$ cat src/hdl/qfa_pkg.sv
// ----------------------------------------------------------------------------
// qfa_pkg
// Types, constants and step functions shared by the quaternion builder.
// ----------------------------------------------------------------------------
package qfa_pkg;

   localparam int ROOT_STEPS   = 32;   // one root bit per cell, 64-bit radicand
   localparam int QUO_BITS     = 16;   // quotient bits of the axis scaling
   localparam int ATAN_ENTRIES = 30;

   localparam logic signed [31:0] GAIN_INV_Q28 = 32'sd163008219;
   localparam logic signed [31:0] PI_Q28       = 32'sd843314857;
   localparam logic signed [31:0] HALF_PI_Q28  = 32'sd421657428;
   localparam logic signed [15:0] ONE_Q12      = 16'sd4096;

   localparam logic [31:0] ATAN_Q28 [ATAN_ENTRIES] = '{
      32'd210828714, 32'd124459457, 32'd65760959, 32'd33381290, 32'd16755422,
      32'd8385879, 32'd4193963, 32'd2097109, 32'd1048571, 32'd524287,
      32'd262144, 32'd131072, 32'd65536, 32'd32768, 32'd16384, 32'd8192,
      32'd4096, 32'd2048, 32'd1024, 32'd512, 32'd256, 32'd128, 32'd64,
      32'd32, 32'd16, 32'd8, 32'd4, 32'd2, 32'd1, 32'd0
   };

   typedef enum logic [1:0] {
      SPEC_NONE     = 2'd0,
      SPEC_OPPOSITE = 2'd1,
      SPEC_ALIGNED  = 2'd2
   } spec_type;

   typedef struct packed {
      logic [63:0] rad;
      logic [33:0] rem;
      logic [31:0] root;
   } sqrt_state_type;

   typedef struct packed {
      logic [31:0] rem;
      logic [15:0] low;
      logic [15:0] quo;
   } div_lane_type;

   typedef struct packed {
      logic                kind;
      spec_type            spec;
      logic [2:0][16:0]    ax;
      logic                neg;
      logic signed [31:0]  cx;
      logic signed [31:0]  cy;
      logic signed [31:0]  cz;
      sqrt_state_type      sq_len;
      sqrt_state_type      sq_c;
      sqrt_state_type      sq_s;
   } root_pipe_type;

   typedef struct packed {
      div_lane_type [2:0]  lane;
      logic [31:0]         den;
      logic [2:0]          sgn;
      spec_type            spec;
      logic                zero;
      logic signed [31:0]  cos28;
   } div_pipe_type;

   function automatic logic signed [31:0] atan_at(input int i);
      logic signed [31:0] r;
      r = '0;
      if (i >= 0 && i < ATAN_ENTRIES) begin
         r = $signed(ATAN_Q28[5'(i)]);
      end
      return r;
   endfunction

   function automatic logic [16:0] mag17(input logic signed [16:0] v);
      return v[16] ? 17'(-v) : 17'(v);
   endfunction

   // One digit of the restoring square root: two radicand bits in, one root bit out.
   function automatic sqrt_state_type sqrt_step(input sqrt_state_type s);
      logic [35:0]    rt;
      logic [35:0]    tr;
      sqrt_state_type r;
      rt    = {s.rem, s.rad[63:62]};
      tr    = {2'b00, s.root, 2'b01};
      r.rad = {s.rad[61:0], 2'b00};
      if (rt >= tr) begin
         r.rem  = 34'(rt - tr);
         r.root = {s.root[30:0], 1'b1};
      end else begin
         r.rem  = rt[33:0];
         r.root = {s.root[30:0], 1'b0};
      end
      return r;
   endfunction

   // One bit of restoring division; the remainder always stays below den.
   function automatic div_lane_type div_step(input div_lane_type l, input logic [31:0] den);
      logic [32:0]  rt;
      div_lane_type r;
      rt    = {l.rem, l.low[15]};
      r.low = {l.low[14:0], 1'b0};
      if (rt >= {1'b0, den}) begin
         r.rem = 32'(rt - {1'b0, den});
         r.quo = {l.quo[14:0], 1'b1};
      end else begin
         r.rem = rt[31:0];
         r.quo = {l.quo[14:0], 1'b0};
      end
      return r;
   endfunction

endpackage

$ cat src/hdl/qfa_div_cell.sv
// ----------------------------------------------------------------------------
// qfa_div_cell
// One cell of the scaling chain: a quotient bit for each of the three lanes.
// ----------------------------------------------------------------------------
module qfa_div_cell (
   input  logic                  clock,
   input  logic                  reset,
   input  logic                  up_valid,
   output logic                  up_ready,
   input  qfa_pkg::div_pipe_type up_data,
   output logic                  dn_valid,
   input  logic                  dn_ready,
   output qfa_pkg::div_pipe_type dn_data
);

   logic                  valid_ff;
   qfa_pkg::div_pipe_type data_ff;
   qfa_pkg::div_pipe_type data_in;

   always_comb begin
      data_in = up_data;
      for (int i = 0; i < 3; i++) begin
         data_in.lane[i] = qfa_pkg::div_step(up_data.lane[i], up_data.den);
      end
   end

   assign up_ready = !valid_ff || dn_ready;
   assign dn_valid = valid_ff;
   assign dn_data  = data_ff;

   always_ff @(posedge clock) begin
      if (reset) begin
         valid_ff <= 1'b0;
      end else if (up_ready) begin
         valid_ff <= up_valid;
      end
   end

   always_ff @(posedge clock) begin
      if (up_ready) begin
         data_ff <= data_in;
      end
   end

endmodule

$ cat config.mk
export PLATFORM = sky130hd
export DESIGN_NAME = qfa_div_cell
export DESIGN_NICKNAME = d
export VERILOG_FILES = /design/src/hdl/qfa_pkg.sv /design/src/hdl/qfa_div_cell.sv
export SDC_FILE = /design/constraint.sdc
export NUM_CORES = 1
export LEC_CHECK = 0
export BUFFER_PORTS_ARGS = -buffer_cell sky130_fd_sc_hd__buf_2
export CELL_PAD_IN_SITES_DETAIL_PLACEMENT = 0
export CELL_PAD_IN_SITES_GLOBAL_PLACEMENT = 2
export CORE_UTILIZATION = 33
export CTS_CLUSTER_SIZE = 12
export DETAILED_ROUTE_END_ITERATION = 10
export PLACE_DENSITY = 0.93
export SLEW_MARGIN = 5
export SYNTH_ARGS = -nofsm -noshare
export SYNTH_HDL_FRONTEND = slang
export SYNTH_SLANG_ARGS = --single-unit
$ cat constraint.sdc
create_clock -name clock -period 21.4 [get_ports clock]
set_input_delay 2.14 -clock clock [delete_from_list [all_inputs] [get_ports clock]]
set_output_delay 2.14 -clock clock [all_outputs]
set_load 0.1 [all_outputs]
==> flow_summary_export.csv <==
group,metric,value,unit
worst_hold_path,hp-start,"dn_valid",
drt,wl_met3,3900,µm
die,io_pins,530,
drt,wl_met2,26300,µm
synthesis,synth_top_area_share,55.2,%
power_and_ir_drop,p_leak,0.00820,µW
global_routing,overflow,0,
synthesis,synth_area_leader_cell,"edfxtp_1",
cts,cts_inserted_buffers,30,
synthesis,synth_area,14100,µm²
drt,route.detailed.drc,0,
finish,fin_util,43.4,%
setup_path,cp-startpoint,"up_data[39]",
drt,ant_nets,0,
setup_path,critPathLaunchType,"input pin",
sta,skew,0.0131,ns
cts,cts-root-buf,"clkbuf_16",
synthesis,syn_area_per_cell,12.0,µm²
sta,tightestPinTransition,1.10,ns
placed_design,dp_slack,15.18,ns
flow_run,max_cap_violations,0,
power_and_ir_drop,power_density,105,nW/µm²
sta,fmax,0.179,GHz
drt,vias_per_cell,5.12,
synthesis,synthCells,1173,
placed_design,place_hpwl,41700,µm
finish,area_delta_synth_final,29.5,%
placed_design,io_buffers,523,
cts,cts.htree.levels,1,
setup_path,worstPathMaxFanout,41,
global_routing,grt_pass1_vias,11600,
die,dieArea,43500,µm²
die,die_w,209,µm
cts,cts_buffer_depth,3,
cts,hold_buffers,0,
finish,final_nets,2064,
run_status,status,"completed",
setup_path,critPathArrivalTime,5.88,ns
die,die_h,209,µm
placed_design,gp_congestion,0.925,
setup_path,cp-end-kind,"register",
sta,period_minus_slack,5.57,ns
drt,top_layer,"met5",
global_routing,grtUsageTotal,22.8,%
drt,vias,11600,
die,fp-row-count,75,
die,start_util,33.5,%
setup_path,cp.required,21.70,ns
setup_path,crit-reg2reg-launch,"dn_valid",
drt,met1_length,19900,µm
synthesis,seq_area_frac_synth,55.4,%
global_routing,antenna_found_initial,25,
sta,grt_setup_unrepaired,"no",
cts,clock_sinks,260,
sta,final-hold-violation-count,0,
drt,avgRoutedWirePerCell,22.5,µm
cts,clkSlewWorstSetupHoldPaths,0.06,ns
sta,fin_ws,15.83,ns
global_routing,grt_pass1_wl,73800,µm
drt,detail_route.wirelength,51100,µm
synthesis,synth_seq_cells,260,
cts,postCtsResizedCells,0,
finish,fin_area,18200,µm²
setup_path,criticalPathCategory,"in -> reg",
drt,drt_iter0_drc,734,
cts,worstSkewPairLatency,0.58,ns
sta,relSlewSlack,27.0,%
finish,drive_gt1_share,34.3,%
synthesis,yosys_warnings,0,
global_routing,grt_max_degree,121,
synthesis,synth_edf_count,259,
synthesis,synth.distinct_cells,67,
power_and_ir_drop,irDropWorstVdd,0.0639,mV
placed_design,dpl_cell_area,17300,µm²
sta,finalSetupViolCount,0,
synthesis,synthArstFlopShare,0,%
sta,slew_violations,0,
die,core_area,42000,µm²
finish,fill_cells,4059,
cts,cts_tree,"done",
drt,dr.pass1.iters,5,
synthesis,synth_ff_type,"edfxtp_1",
worst_hold_path,hp-class,"reg -> reg",
cts,cts_setup_buffers,0,
sta,tns,0,ns
sta,period_share,26.0,%
synthesis,synth_area_leaders,"edfxtp_1, ha_1, a21oi_1",
[per-stage QoR]
stage	std cells	total power, µW	hold slack [ns]
final	2266	1910	1.06
after detailed placement	2206	1430	1.08
after floorplan	1175	1290	2.21
after global placement	2206	1430	1.05
after global routing	2265	1980	1.10
after CTS	2258	1930	1.08
[path summary, 6_finish.rpt]
check / slack [ns] / cells past startpoint / to
setup / recovery: 15.83 / 12 / dn_data[261]
hold / removal: 1.06 / 2 / dn_data[5]
setup reg to reg: 19.00 / 3 / dn_data[147]
hold reg to reg: 1.06 / 2 / dn_data[5]
[registers in the layout, indices dropped and copies added, names as in the netlist]
name      flops
dn_data     259
dn_valid      1
[layout make-up]
cell class	instances	area, µm²	area share (%)
sequential	260	7800	42.8
antenna	8	20.0	0.110
inverter	64	240	1.32
clock inverter	17	158	0.864
clock buffer	35	769	4.22
tap	539	674	3.70
timing repair buffer	529	2680	14.7
multi-input combinational	814	5900	32.4
[placed cells by master (no fill, tap or decap), types with 7 or more instances in the layout]
cell type | netlist | routed
a211oi_1 | 8 | 8
a21o_1 | 52 | 52
a21oi_1 | 127 | 127
a31oi_1 | 12 | 12
buf_2 | 13 | 523
clkbuf_16 | 0 | 30
diode_2 | 0 | 8
edfxtp_1 | 259 | 259
ha_1 | 96 | 96
inv_1 | 63 | 63
mux2_1 | 44 | 44
mux2_2 | 8 | 8
mux2i_1 | 7 | 7
nand2_1 | 58 | 58
nand3_1 | 20 | 20
nand4_1 | 19 | 19
nor2_1 | 91 | 91
nor2b_1 | 7 | 7
nor3_1 | 15 | 15
o21a_1 | 19 | 19
o21ai_0 | 31 | 31
o21ai_1 | 14 | 14
o21bai_1 | 10 | 10
o31ai_1 | 8 | 8
xnor2_1 | 54 | 54
xor2_1 | 29 | 29
[cell families after synthesis]
kind of cell             after synthesis  synth area share (%)
flip-flops                           260                  55.4
multiplexers                          59                  4.66
AO/OA/AOI/OAI                        328                  14.9
XOR/XNOR                              83                  5.16
other                                  1                0.0266
adder cells (fa/ha/maj)               99                  8.96
AND/OR/NAND/NOR                      242                  7.89
buffers and inverters                101                  3.02
[routing by layer]
metal / GRT usage [%] / vias up
li1: - / 5487
met1: 26.5 / 5583
met2: 41.6 / 456
met3: 6.01 / 72
met4: 5.35 / 10
met5: 0 / -
[power breakdown]
| group | total (µW) | internal (µW) | leakage (µW) | switching [µW] |
|---|---|---|---|---|
| clock network | 494 | 280 | 0.000448 | 214 |
| logic | 766 | 147 | 0.00507 | 618 |
| registers | 651 | 635 | 0.00268 | 16.4 |
| total | 1910 | 1060 | 0.00820 | 849 |
[worst max-delay path, cell delays in order]
cell and delay [ns]:
buf_2 0.23, inv_1 0.19, ha_1 0.34, nor2b_1 0.18
o31a_1 0.19, o31ai_1 0.13, a21oi_2 0.29, a31oi_1 0.22
o41a_1 0.39, o41ai_4 0.62, buf_4 0.53, mux2_1 0.42
[synthesized netlist by cell type, types with 3 or more instances]
master,n
fa_1,3
xnor2_1,54
o221ai_1,3
o21ai_1,14
nand3_1,20
and3_1,6
or3_1,4
a31oi_1,12
clkbuf_1,15
nand4_1,19
and2_1,5
a21oi_1,127
ha_1,96
xor2_1,29
mux2_2,8
o21ai_0,31
o31a_1,6
a211o_1,5
nor4_1,3
o21a_1,19
nand2_1,58
buf_2,13
inv_1,63
nor3_1,15
buf_4,8
a21o_1,52
o31ai_1,8
mux2_1,44
nor2b_1,7
nand2b_1,5
o21bai_1,10
nor2_1,91
mux2i_1,7
a211oi_1,8
edfxtp_1,259
o211ai_1,3
Power figures use the tool's default switching activity.
