==> src/hdl/qfa_pkg.sv <==
// ----------------------------------------------------------------------------
// qfa_pkg
// Types, constants and step functions shared by the quaternion builder.
// ----------------------------------------------------------------------------
package qfa_pkg;

   localparam int ROOT_STEPS   = 32;   // one root bit per cell, 64-bit radicand
   localparam int QUO_BITS     = 16;   // quotient bits of the axis scaling
   localparam int ATAN_ENTRIES = 30;

   localparam logic signed [31:0] GAIN_INV_Q28 = 32'sd163008219;
   localparam logic signed [31:0] PI_Q28       = 32'sd843314857;
   localparam logic signed [31:0] HALF_PI_Q28  = 32'sd421657428;
   localparam logic signed [15:0] ONE_Q12      = 16'sd4096;

   localparam logic [31:0] ATAN_Q28 [ATAN_ENTRIES] = '{
      32'd210828714, 32'd124459457, 32'd65760959, 32'd33381290, 32'd16755422,
      32'd8385879, 32'd4193963, 32'd2097109, 32'd1048571, 32'd524287,
      32'd262144, 32'd131072, 32'd65536, 32'd32768, 32'd16384, 32'd8192,
      32'd4096, 32'd2048, 32'd1024, 32'd512, 32'd256, 32'd128, 32'd64,
      32'd32, 32'd16, 32'd8, 32'd4, 32'd2, 32'd1, 32'd0
   };

   typedef enum logic [1:0] {
      SPEC_NONE     = 2'd0,
      SPEC_OPPOSITE = 2'd1,
      SPEC_ALIGNED  = 2'd2
   } spec_type;

   typedef struct packed {
      logic [63:0] rad;
      logic [33:0] rem;
      logic [31:0] root;
   } sqrt_state_type;

   typedef struct packed {
      logic [31:0] rem;
      logic [15:0] low;
      logic [15:0] quo;
   } div_lane_type;

   typedef struct packed {
      logic                kind;
      spec_type            spec;
      logic [2:0][16:0]    ax;
      logic                neg;
      logic signed [31:0]  cx;
      logic signed [31:0]  cy;
      logic signed [31:0]  cz;
      sqrt_state_type      sq_len;
      sqrt_state_type      sq_c;
      sqrt_state_type      sq_s;
   } root_pipe_type;

   typedef struct packed {
      div_lane_type [2:0]  lane;
      logic [31:0]         den;
      logic [2:0]          sgn;
      spec_type            spec;
      logic                zero;
      logic signed [31:0]  cos28;
   } div_pipe_type;

   function automatic logic signed [31:0] atan_at(input int i);
      logic signed [31:0] r;
      r = '0;
      if (i >= 0 && i < ATAN_ENTRIES) begin
         r = $signed(ATAN_Q28[5'(i)]);
      end
      return r;
   endfunction

   function automatic logic [16:0] mag17(input logic signed [16:0] v);
      return v[16] ? 17'(-v) : 17'(v);
   endfunction

   // One digit of the restoring square root: two radicand bits in, one root bit out.
   function automatic sqrt_state_type sqrt_step(input sqrt_state_type s);
      logic [35:0]    rt;
      logic [35:0]    tr;
      sqrt_state_type r;
      rt    = {s.rem, s.rad[63:62]};
      tr    = {2'b00, s.root, 2'b01};
      r.rad = {s.rad[61:0], 2'b00};
      if (rt >= tr) begin
         r.rem  = 34'(rt - tr);
         r.root = {s.root[30:0], 1'b1};
      end else begin
         r.rem  = rt[33:0];
         r.root = {s.root[30:0], 1'b0};
      end
      return r;
   endfunction

   // One bit of restoring division; the remainder always stays below den.
   function automatic div_lane_type div_step(input div_lane_type l, input logic [31:0] den);
      logic [32:0]  rt;
      div_lane_type r;
      rt    = {l.rem, l.low[15]};
      r.low = {l.low[14:0], 1'b0};
      if (rt >= {1'b0, den}) begin
         r.rem = 32'(rt - {1'b0, den});
         r.quo = {l.quo[14:0], 1'b1};
      end else begin
         r.rem = rt[31:0];
         r.quo = {l.quo[14:0], 1'b0};
      end
      return r;
   endfunction

endpackage

==> src/hdl/qfa_root_cell.sv <==
// ----------------------------------------------------------------------------
// qfa_root_cell
// One cell of the rotation chain: a CORDIC step (only in cells below CORDIC_STEPS) and three square root digits.
// ----------------------------------------------------------------------------
module qfa_root_cell #(
   parameter int INDEX        = 0,
   parameter int CORDIC_STEPS = 14
) (
   input  logic                   clock,
   input  logic                   reset,
   input  logic                   up_valid,
   output logic                   up_ready,
   input  qfa_pkg::root_pipe_type up_data,
   output logic                   dn_valid,
   input  logic                   dn_ready,
   output qfa_pkg::root_pipe_type dn_data
);

   logic                   valid_ff;
   qfa_pkg::root_pipe_type data_ff;
   qfa_pkg::root_pipe_type data_in;
   logic signed [31:0]     dx;
   logic signed [31:0]     dy;
   logic signed [31:0]     ang;

   assign dx  = $signed(up_data.cy) >>> INDEX;
   assign dy  = $signed(up_data.cx) >>> INDEX;
   assign ang = qfa_pkg::atan_at(INDEX);

   always_comb begin
      data_in        = up_data;
      data_in.sq_len = qfa_pkg::sqrt_step(up_data.sq_len);
      data_in.sq_c   = qfa_pkg::sqrt_step(up_data.sq_c);
      data_in.sq_s   = qfa_pkg::sqrt_step(up_data.sq_s);
      if (INDEX < CORDIC_STEPS) begin
         if (!up_data.cz[31]) begin
            data_in.cx = up_data.cx - dx;
            data_in.cy = up_data.cy + dy;
            data_in.cz = up_data.cz - ang;
         end else begin
            data_in.cx = up_data.cx + dx;
            data_in.cy = up_data.cy - dy;
            data_in.cz = up_data.cz + ang;
         end
      end
   end

   assign up_ready = !valid_ff || dn_ready;
   assign dn_valid = valid_ff;
   assign dn_data  = data_ff;

   always_ff @(posedge clock) begin
      if (reset) begin
         valid_ff <= 1'b0;
      end else if (up_ready) begin
         valid_ff <= up_valid;
      end
   end

   always_ff @(posedge clock) begin
      if (up_ready) begin
         data_ff <= data_in;
      end
   end

endmodule

==> config.mk <==
export PLATFORM = sky130hd
export DESIGN_NAME = qfa_root_cell
export DESIGN_NICKNAME = d
export VERILOG_FILES = /design/src/hdl/qfa_pkg.sv /design/src/hdl/qfa_root_cell.sv
export SDC_FILE = /design/constraint.sdc
export NUM_CORES = 1
export LEC_CHECK = 0
export ABC_AREA = 1
export BUFFER_PORTS_ARGS = -buffer_cell sky130_fd_sc_hd__buf_2
export CAP_MARGIN = 20
export CORE_AREA = 2 2 422 424
export DETAILED_ROUTE_END_ITERATION = 8
export DIE_AREA = 0 0 424 426
export PLACE_DENSITY = 0.41
export SKIP_LAST_GASP = 1
export SYNTH_ARGS = -nofsm -noshare
export SYNTH_HDL_FRONTEND = slang
export SYNTH_SLANG_ARGS = --single-unit
==> constraint.sdc <==
create_clock -name clock -period 13.9 [get_ports clock]
set_clock_uncertainty 0.15 [all_clocks]
set_input_delay 1.39 -clock clock [delete_from_list [all_inputs] [get_ports clock]]
set_output_delay 1.39 -clock clock [all_outputs]
set_load 0.1 [all_outputs]
==> flow_summary.json, run 1 <==
{
  "n_fill_cell": 19638,
  "clk_pin_slew_ps": 60,
  "fin_ws_ps": 9490,
  "pre_cts_ws_ps": 8850,
  "drtIter0Drc": 2165,
  "grt.met3_usage_pct": 2.63,
  "holdBufCountCts": 0,
  "num_rows": 154,
  "clk_latency_ps": 670,
  "seq_area_frac_synth_pct": 47.4,
  "cts_buffers": 69,
  "via_per_inst": 4.15,
  "antenna_found_initial": 77,
  "final-hold-violation-count": 0,
  "cp_slowest_stage_delay_ps": 700,
  "worstPathCellList": "buf_2 > inv_1 > nand2_8 > buf_2",
  "io_pins": 1088,
  "rsz0062_at_grt": "false",
  "min_path_type": "primary input to register",
  "drc": 0,
  "clock-root-buffer": "clkbuf_16",
  "crit_path_end": "up_ready",
  "dieWidth_um": 424,
  "cts_setup_buffers": 0,
  "cpMaxStageDelayCell": "buf_2",
  "yosysWarnings": 0,
  "grt_max_degree": 86,
  "finalPower_mw": 6.45,
  "critPathMaxFanout": 85,
  "cp.required_ps": 12360,
  "synthArstFlopShare_pct": 0,
  "netlist_area_sq_um": 33800,
  "period_share_pct": 31.8,
  "grt-ovfl-total": 0,
  "synth_ff_type": "edfxtp_1",
  "drt_first_pass_iters": 5,
  "initial_core_util_pct": 19.3,
  "cts_num_sinks": 535,
  "grt_pass1_wl_mm": 223,
  "r2r-start": "dn_valid",
  "cpMostUsedCell": "buf_2",
  "grt-busiest-layer": "met2",
  "crit_path_start_kind": "primary input",
  "globalRouteMet2Util_pct": 30.3,
  "crit_type": "primary input to primary output",
  "htreeDepth": 3,
  "reg2reg_depth": 4,
  "first_global_vias": 31302,
  "gp_congestion": 0.918,
  "grt_usage_pct": 17.1,
  "ys_types": 42,
  "die_h_um": 426,
  "worstMarginPinSlew_ps": 1090,
  "area_delta_synth_final_pct": 30.5,
  "final_nets": 6059,
  "core-area_sq_um": 176000,
  "drt-total-wl_mm": 161,
  "port_buffers": 1081,
  "r2r-end": "dn_data[11]",
  "arrival_ps": 2870,
  "ant_nets": 0,
  "power.leakage_nw": 22.3,
  "clock.fmax_mhz": 227,
  "dp_hpwl_mm": 137,
  "cap_violations": 0,
  "synth_area_per_cell_sq_um": 8.09,
  "cp-startpoint": "dn_ready",
  "die_area_sq_um": 181000,
  "synth-edff-count": 534,
  "ctsResizeCount": 0,
  "drive_gt1_share_pct": 23.5,
  "setup-violations-final": 0,
  "vdd_drop_max_v": 0.0000686,
  "slew-limit-headroom_pct": 27.5,
  "avgRoutedWirePerCell_um": 20.9,
  "synth-seq-cells": 535,
  "place_area_sq_um": 41900,
  "end_kind": "primary output",
  "regToRegSetupSlack_ps": 10200,
  "fin_crit_ps": 4410,
  "tns_ps": 0,
  "grtUsageMet1_pct": 20.4,
  "powerDensity_nw_per_um2": 146,
  "vias": 31899,
  "cts_tree": "done",
  "slew_violations": 0,
  "clockBufferDepth": 3,
  "status": "finished, final reports clean",
  "design_area_sq_um": 44200,
  "synthCells": 4184
}
cells in the final DEF, fill, tap and decap left out, drive strengths merged, types with 33 or more instances in the layout:
cell / instances
a21oi: 210
buf: 1092
clkbuf: 76
clkinv: 33
edfxtp: 534
ha: 224
inv: 725
nand2: 1431
nand3: 291
nand4: 41
nor2: 309
o21ai: 139
xor2: 89
synthesized netlist by cell type, drive strengths merged (2+ instances only):
library cell | count | area share [%]
nand2 | 1431 | 16
inv | 718 | 8.0
edfxtp | 534 | 47
nor2 | 309 | 3.6
nand3 | 291 | 4.3
ha | 224 | 8.3
a21oi | 210 | 3.1
o21ai | 139 | 2.1
xor2 | 89 | 2.3
buf | 55 | 1.1
nand4 | 41 | 0.76
o21bai | 23 | 0.51
nor3 | 22 | 0.33
nand3b | 17 | 0.38
and2 | 15 | 0.28
clkbuf | 11 | 0.13
xnor2 | 11 | 0.28
or2 | 10 | 0.18
o21a | 6 | 0.13
a21o | 5 | 0.11
a31oi | 5 | 0.092
o31ai | 5 | 0.11
fa | 4 | 0.24
o22ai | 4 | 0.074
nor4 | 2 | 0.037
per-stage QoR:
stage | utilization (%) | std cells | hold slack (ps)
2_1_floorplan | - | 4189 | 1310
3_3_place_gp | 23.8 | 7554 | 1110
3_5_place_dp | 23.8 | 7555 | 1090
4_1_cts | 25.1 | 7679 | 630
5_1_grt | 25.1 | 7689 | 671
6_report | 25.1 | 7694 | 722
critical path, delay by kind of cell:
family | cells | cell delay, ps
simple gates | 1 | 430
buf+inv | 3 | 860
cell type report:
type	count	area, sq um	area share (%)
sequential	535	16100	36.3
multi-input combinational	2870	14700	33.3
timing repair buffer	1092	5500	12.4
tap	2340	2930	6.63
inverter	718	2700	6.12
clock buffer	76	1770	4.02
clock inverter	48	477	1.08
antenna	15	37.5	0.0850
state kept, by name, indices dropped and copies added (netlist names):
signal / cells
dn_valid: 1
dn_data: 534
report_power, final:
group / switching, mW / internal, mW / leakage [nW] / total (mW)
clock network: 0.782 / 1.05 / 1.11 / 1.83
logic: 2.14 / 0.424 / 15.6 / 2.56
registers: 0.0581 / 2.00 / 5.55 / 2.06
metal layers:
metal | vias up | part of all wire (%)
li1 | 15661 | -
met1 | 14914 | 41
met2 | 1071 | 50
met3 | 239 | 5.3
met4 | 14 | 4.0
met5 | - | 0.063
logic make-up after synthesis:
family / after synthesis / synth area share, %
AO/OA/AOI/OAI: 397 / 6.23
XOR/XNOR: 100 / 2.59
adder cells (fa/ha/maj): 228 / 8.52
buffers and inverters: 784 / 9.21
flip-flops: 535 / 47.4
multiplexers: 1 / 0.0296
other: 1 / 0.0111
AND/OR/NAND/NOR: 2138 / 26.0
worst min path at each step:
stage	startpoint	to	depth (start not counted)	slack (ps)
floorplan	reset	dn_valid	1	1310
global placement	dn_valid	dn_data[338]	1	1110
detailed placement	dn_valid	dn_data[338]	1	1090
CTS	up_data[504]	dn_data[504]	1	630
global route	up_data[504]	dn_data[504]	1	670
finish	reset	dn_valid	2	720
(Power assumes the default switching activity.)
==> run 2: changes to the inputs <==
- clock period: 13.9 -> 3.73 ns (I/O delays scaled with it)
==> flow_summary.json, run 2 (synthesis results as in run 1) <==
{
  "grt_usage_pct": 17.4,
  "layout_commonest_cell": "nand2_1",
  "tns_ps": 0,
  "min_path_type": "primary input to register",
  "place_inst": 7571,
  "final_nets": 6523,
  "design_area_sq_um": 48900,
  "reg2reg_depth": 4,
  "final-hold-violation-count": 0,
  "clk_pin_slew_ps": 60,
  "avgRoutedWirePerCell_um": 20.2,
  "cts_setup_buffers": 0,
  "regToRegSetupSlack_ps": 1340,
  "slew-limit-headroom_pct": 41.0,
  "fin_crit_ps": 2790,
  "powerDensity_nw_per_um2": 502,
  "vdd_drop_max_v": 0.000342,
  "clock-root-buffer": "clkbuf_16",
  "end_kind": "register",
  "port_buffers": 1081,
  "die_h_um": 426,
  "drive_gt1_share_pct": 21.7,
  "slew_violations": 0,
  "critPathMaxFanout": 37,
  "worstPathCellList": "dlygate4sd3_1 > buf_2 > inv_1 > ha_1 > inv_1 > nand3_1 > nand3_1 > nand3_1 > nand3_2 > nand2_1 > nand2_1 > nand2_2 > nand2_8 > inv_4 > nand2_1 > nand2_1",
  "r2r-start": "dn_valid",
  "multi_input_area_sq_um": 14700,
  "cts_buffers": 70,
  "crit_path_start_kind": "primary input",
  "arrival_ps": 3080,
  "layout_common_cells": "1,421 x nand2_1, 1,080 x buf_2, 714 x inv_1, 534 x edfxtp_1, 447 x dlygate4sd3_1",
  "finalPower_mw": 24.6,
  "die_area_sq_um": 181000,
  "area_delta_synth_final_pct": 44.4,
  "hold-path-cell-count": 3,
  "n_fill_cell": 19205,
  "period_share_pct": 74.9,
  "status": "finished, final reports clean",
  "worstMarginPinSlew_ps": 885,
  "drt_first_pass_iters": 6,
  "core-area_sq_um": 176000,
  "clock.fmax_mhz": 358,
  "layoutNonFillerInstCount": 8161,
  "initial_core_util_pct": 19.3,
  "num_rows": 154,
  "seq_area_sq_um": 16100,
  "gp_congestion": 0.922,
  "grt_max_degree": 82,
  "ant_nets": 0,
  "fin_ws_ps": 935,
  "place_area_sq_um": 42100,
  "htreeDepth": 3,
  "power.leakage_nw": 24.2,
  "setup-violations-final": 0,
  "cts_tree": "done",
  "clockBufferDepth": 3,
  "antenna_found_initial": 36,
  "min_from": "up_data[389]",
  "fin_util_pct": 27.8,
  "grt_pass1_wl_mm": 231,
  "io_pins": 1088,
  "rsz0062_at_grt": "false",
  "r2r-end": "dn_valid",
  "drc": 0,
  "largest_reg_flops": 534,
  "cpMostUsedCell": "nand2_1",
  "dp_hpwl_mm": 138,
  "hold_slack_ps": 87.2,
  "cap_violations": 0,
  "cp-startpoint": "up_data[128]",
  "cts_num_sinks": 535,
  "vias": 33738,
  "first_global_vias": 33932,
  "drt-total-wl_mm": 165,
  "drtIter0Drc": 2040,
  "pre_cts_ws_ps": 692,
  "crit_type": "primary input to register",
  "cp_slowest_stage_delay_ps": 550,
  "dieWidth_um": 424,
  "via_per_inst": 4.13,
  "crit_path_end": "dn_data[63]",
  "clk_latency_ps": 690,
  "cpMaxStageDelayCell": "dlygate4sd3_1",
  "cp.required_ps": 4010,
  "grt-ovfl-total": 0
}
-- run 2: cell types whose count changed in the layout (fill, tap and decap cells not counted), moves of 2 or more --
| cell | change |
|---|---|
| buf_4 | +10 |
| inv_6 | -4 |
| clkinv_16 | +3 |
| clkinv_4 | -2 |
| clkinvlp_4 | +4 |
| bufinv_16 | -2 |
| dlygate4sd3_1 | +447 |
| buf_12 | +6 |
| clkbuf_1 | +13 |
| clkinv_2 | -8 |
-- run 2: worst max-delay path: cells and delay by family --
kind | cells | cell delay [ps]
and+or+nand+nor | 10 | 1250
adders and majority gates | 1 | 230
buffers and inverters | 5 | 1170
-- run 2: per-layer routing --
| layer | GRT usage [%] | part of all wire (%) | vias up |
|---|---|---|---|
| met5 | 0 | 0.0043 | - |
| li1 | - | - | 16598 |
| met4 | 5.77 | 3.1 | 2 |
| met1 | 20.7 | 41 | 15872 |
| met2 | 31.9 | 51 | 1059 |
| met3 | 2.40 | 4.7 | 207 |
-- run 2: power breakdown --
group	internal [mW]	total [mW]	switching, mW	leakage, nW
Sequential	7.45	7.72	0.270	5.55
Clock	3.82	6.82	3.00	1.08
Combinational	1.92	10.0	8.09	17.6
-- run 2: worst min-delay path by stage --
stage	endpoint	slack (ps)
floorplan	dn_valid	280
detailed placement	dn_valid	400
CTS	dn_data[402]	4
global route	dn_data[399]	80
finish	dn_data[293]	90
global placement	dn_data[348]	400
-- run 2: timing repair --
item / in CTS / in global routing
setup endpoints to repair: 0 / 0
hold buffers: 447 / 0
resized for setup: 0 / 0
endpoints found under the hold margin: 445 / 0
-- run 2: final cells by class --
type / instances / share of cell area [%]
tap: 2340 / 5.99
inverter: 718 / 5.53
clock buffer: 89 / 3.73
timing repair buffer: 1555 / 20.8
clock inverter: 39 / 0.934
antenna: 15 / 0.0768
sequential: 535 / 32.9
multi-input combinational: 2870 / 30.1
==> run 3: changes to the inputs <==
- CORE_AREA: 2 2 422 424 -> 2 2 430 432
- DIE_AREA: 0 0 424 426 -> 0 0 432 434
- PLACE_DENSITY: 0.41 -> 0.38
- clock period: 3.73 -> 2.9 ns (I/O delays scaled with it)
==> flow_summary.json, run 3 (synthesis results as in run 1) <==
{
  "worstMarginPinSlew_ps": 894,
  "layout_commonest_cell": "nand2_1",
  "grt-ovfl-total": 0,
  "design_area_sq_um": 50100,
  "end_kind": "register",
  "worstPathCellList": "dlygate4sd3_1 > buf_2 > inv_1 > ha_1 > inv_1 > nand3_1 > nand3_1 > nand3_1 > nand3_2 > nand2_1 > nand2_1 > nand2_2 > nand2_8 > inv_4 > buf_12 > nand2_1 > nand2_1",
  "initial_core_util_pct": 18.5,
  "vdd_drop_max_v": 0.000366,
  "hold-path-cell-count": 6,
  "avgRoutedWirePerCell_um": 19.6,
  "min_path_type": "primary input to register",
  "antenna_found_initial": 19,
  "critPathMaxFanout": 23,
  "cpMaxStageDelayCell": "dlygate4sd3_1",
  "drtIter0Drc": 2043,
  "cp_slowest_stage_delay_ps": 560,
  "cp.required_ps": 3140,
  "largest_reg_flops": 534,
  "grt_usage_pct": 16.7,
  "area_delta_synth_final_pct": 47.9,
  "layout_common_cells": "1,421 x nand2_1, 1,079 x buf_2, 714 x inv_1, 534 x edfxtp_1, 463 x dlygate4sd3_1",
  "finalPower_mw": 31.8,
  "clock-root-buffer": "clkbuf_16",
  "port_buffers": 1081,
  "powerDensity_nw_per_um2": 636,
  "slew_violations": 0,
  "dp_hpwl_mm": 138,
  "dieWidth_um": 432,
  "die_area_sq_um": 187000,
  "place_area_sq_um": 43200,
  "clockBufferDepth": 3,
  "clk_latency_ps": 670,
  "final_nets": 6662,
  "vias": 33804,
  "clk_pin_slew_ps": 60,
  "gp_congestion": 0.896,
  "tns_ps": 0,
  "cp_top_family": "buffers and inverters",
  "slew-limit-headroom_pct": 40.4,
  "num_rows": 157,
  "cts_num_sinks": 535,
  "die_h_um": 434,
  "cts_tree": "done",
  "core-area_sq_um": 182000,
  "drive_gt1_share_pct": 23.3,
  "htreeDepth": 3,
  "status": "finished, final reports clean",
  "grt_pass1_wl_mm": 230,
  "io_pins": 1088,
  "grt_max_degree": 64,
  "first_global_vias": 34141,
  "clock.fmax_mhz": 371,
  "cp.depth": 17,
  "crit_path_start_kind": "primary input",
  "setup-violations-final": 0,
  "drt_first_pass_iters": 6,
  "place_inst": 7740,
  "fin_crit_ps": 2690,
  "crit_type": "primary input to register",
  "cpMostUsedCell": "nand2_1",
  "via_per_inst": 4.06,
  "drt-total-wl_mm": 164,
  "hold_slack_ps": 72.3,
  "reg2reg_depth": 4,
  "arrival_ps": 2940,
  "drc": 0,
  "ant_nets": 0,
  "final-hold-violation-count": 0,
  "period_share_pct": 92.9,
  "rsz0062_at_grt": "false",
  "cp_num_buf_inv": 6,
  "layoutNonFillerInstCount": 8334,
  "power.leakage_nw": 24.9,
  "cts_buffers": 69,
  "cap_violations": 0
}
[run 3: per-layer routing]
layer / part of all wire (%) / wire length [um] / track usage [%] / up-vias
li1: - / - / - / 16883
met1: 40 / 65600 / 19.3 / 15827
met2: 52 / 85000 / 31.0 / 902
met3: 4.4 / 7180 / 2.20 / 188
met4: 3.5 / 5760 / 6.25 / 4
met5: 0.018 / 30 / 0 / -
[run 3: what timing repair did]
item                      in CTS  in global routing
hold endpoints to repair     461                  0
hold buffers                 463                  0
gates resized for setup        0                  0
buffers inserted               0                  0
[run 3: area by class of cell]
| class | count | area (sq um) |
|---|---|---|
| tap | 2385 | 2980 |
| sequential | 535 | 16100 |
| multi-input combinational | 2870 | 14700 |
| timing repair buffer | 1695 | 11300 |
| antenna | 6 | 15.0 |
| inverter | 718 | 2700 |
| clock inverter | 42 | 448 |
| clock buffer | 83 | 1800 |
| fill | 20018 | 132000 |
[run 3: report_power, final]
part | switching, mW | internal [mW]
combinational | 10.5 | 2.67
clock | 3.83 | 5.04
sequential | 0.281 | 9.58
total | 14.6 | 17.3
[run 3: worst reg2reg max path, stage by stage (launching register included)]
cell           delay [ps]
dfxtp_4               360
nand2_8               270
buf_4                 400
a21oi_1               120
dlygate4sd3_1         560
[run 3: through the flow]
stage          worst slack [ps]  utilization [%]
2_1_floorplan              -450                -
3_3_place_gp               61.0             23.7
3_5_place_dp               62.4             23.7
4_1_cts                     275             27.4
5_1_grt                    44.7             27.4
6_report                    206             27.4
[run 3: worst paths after layout]
kind                      from           end  slack, ps
hold / removal    up_data[485]  dn_data[453]         70
setup / recovery  up_data[128]   dn_data[32]        210
setup reg to reg      dn_valid      dn_valid        920
hold reg to reg       dn_valid  dn_data[405]        680
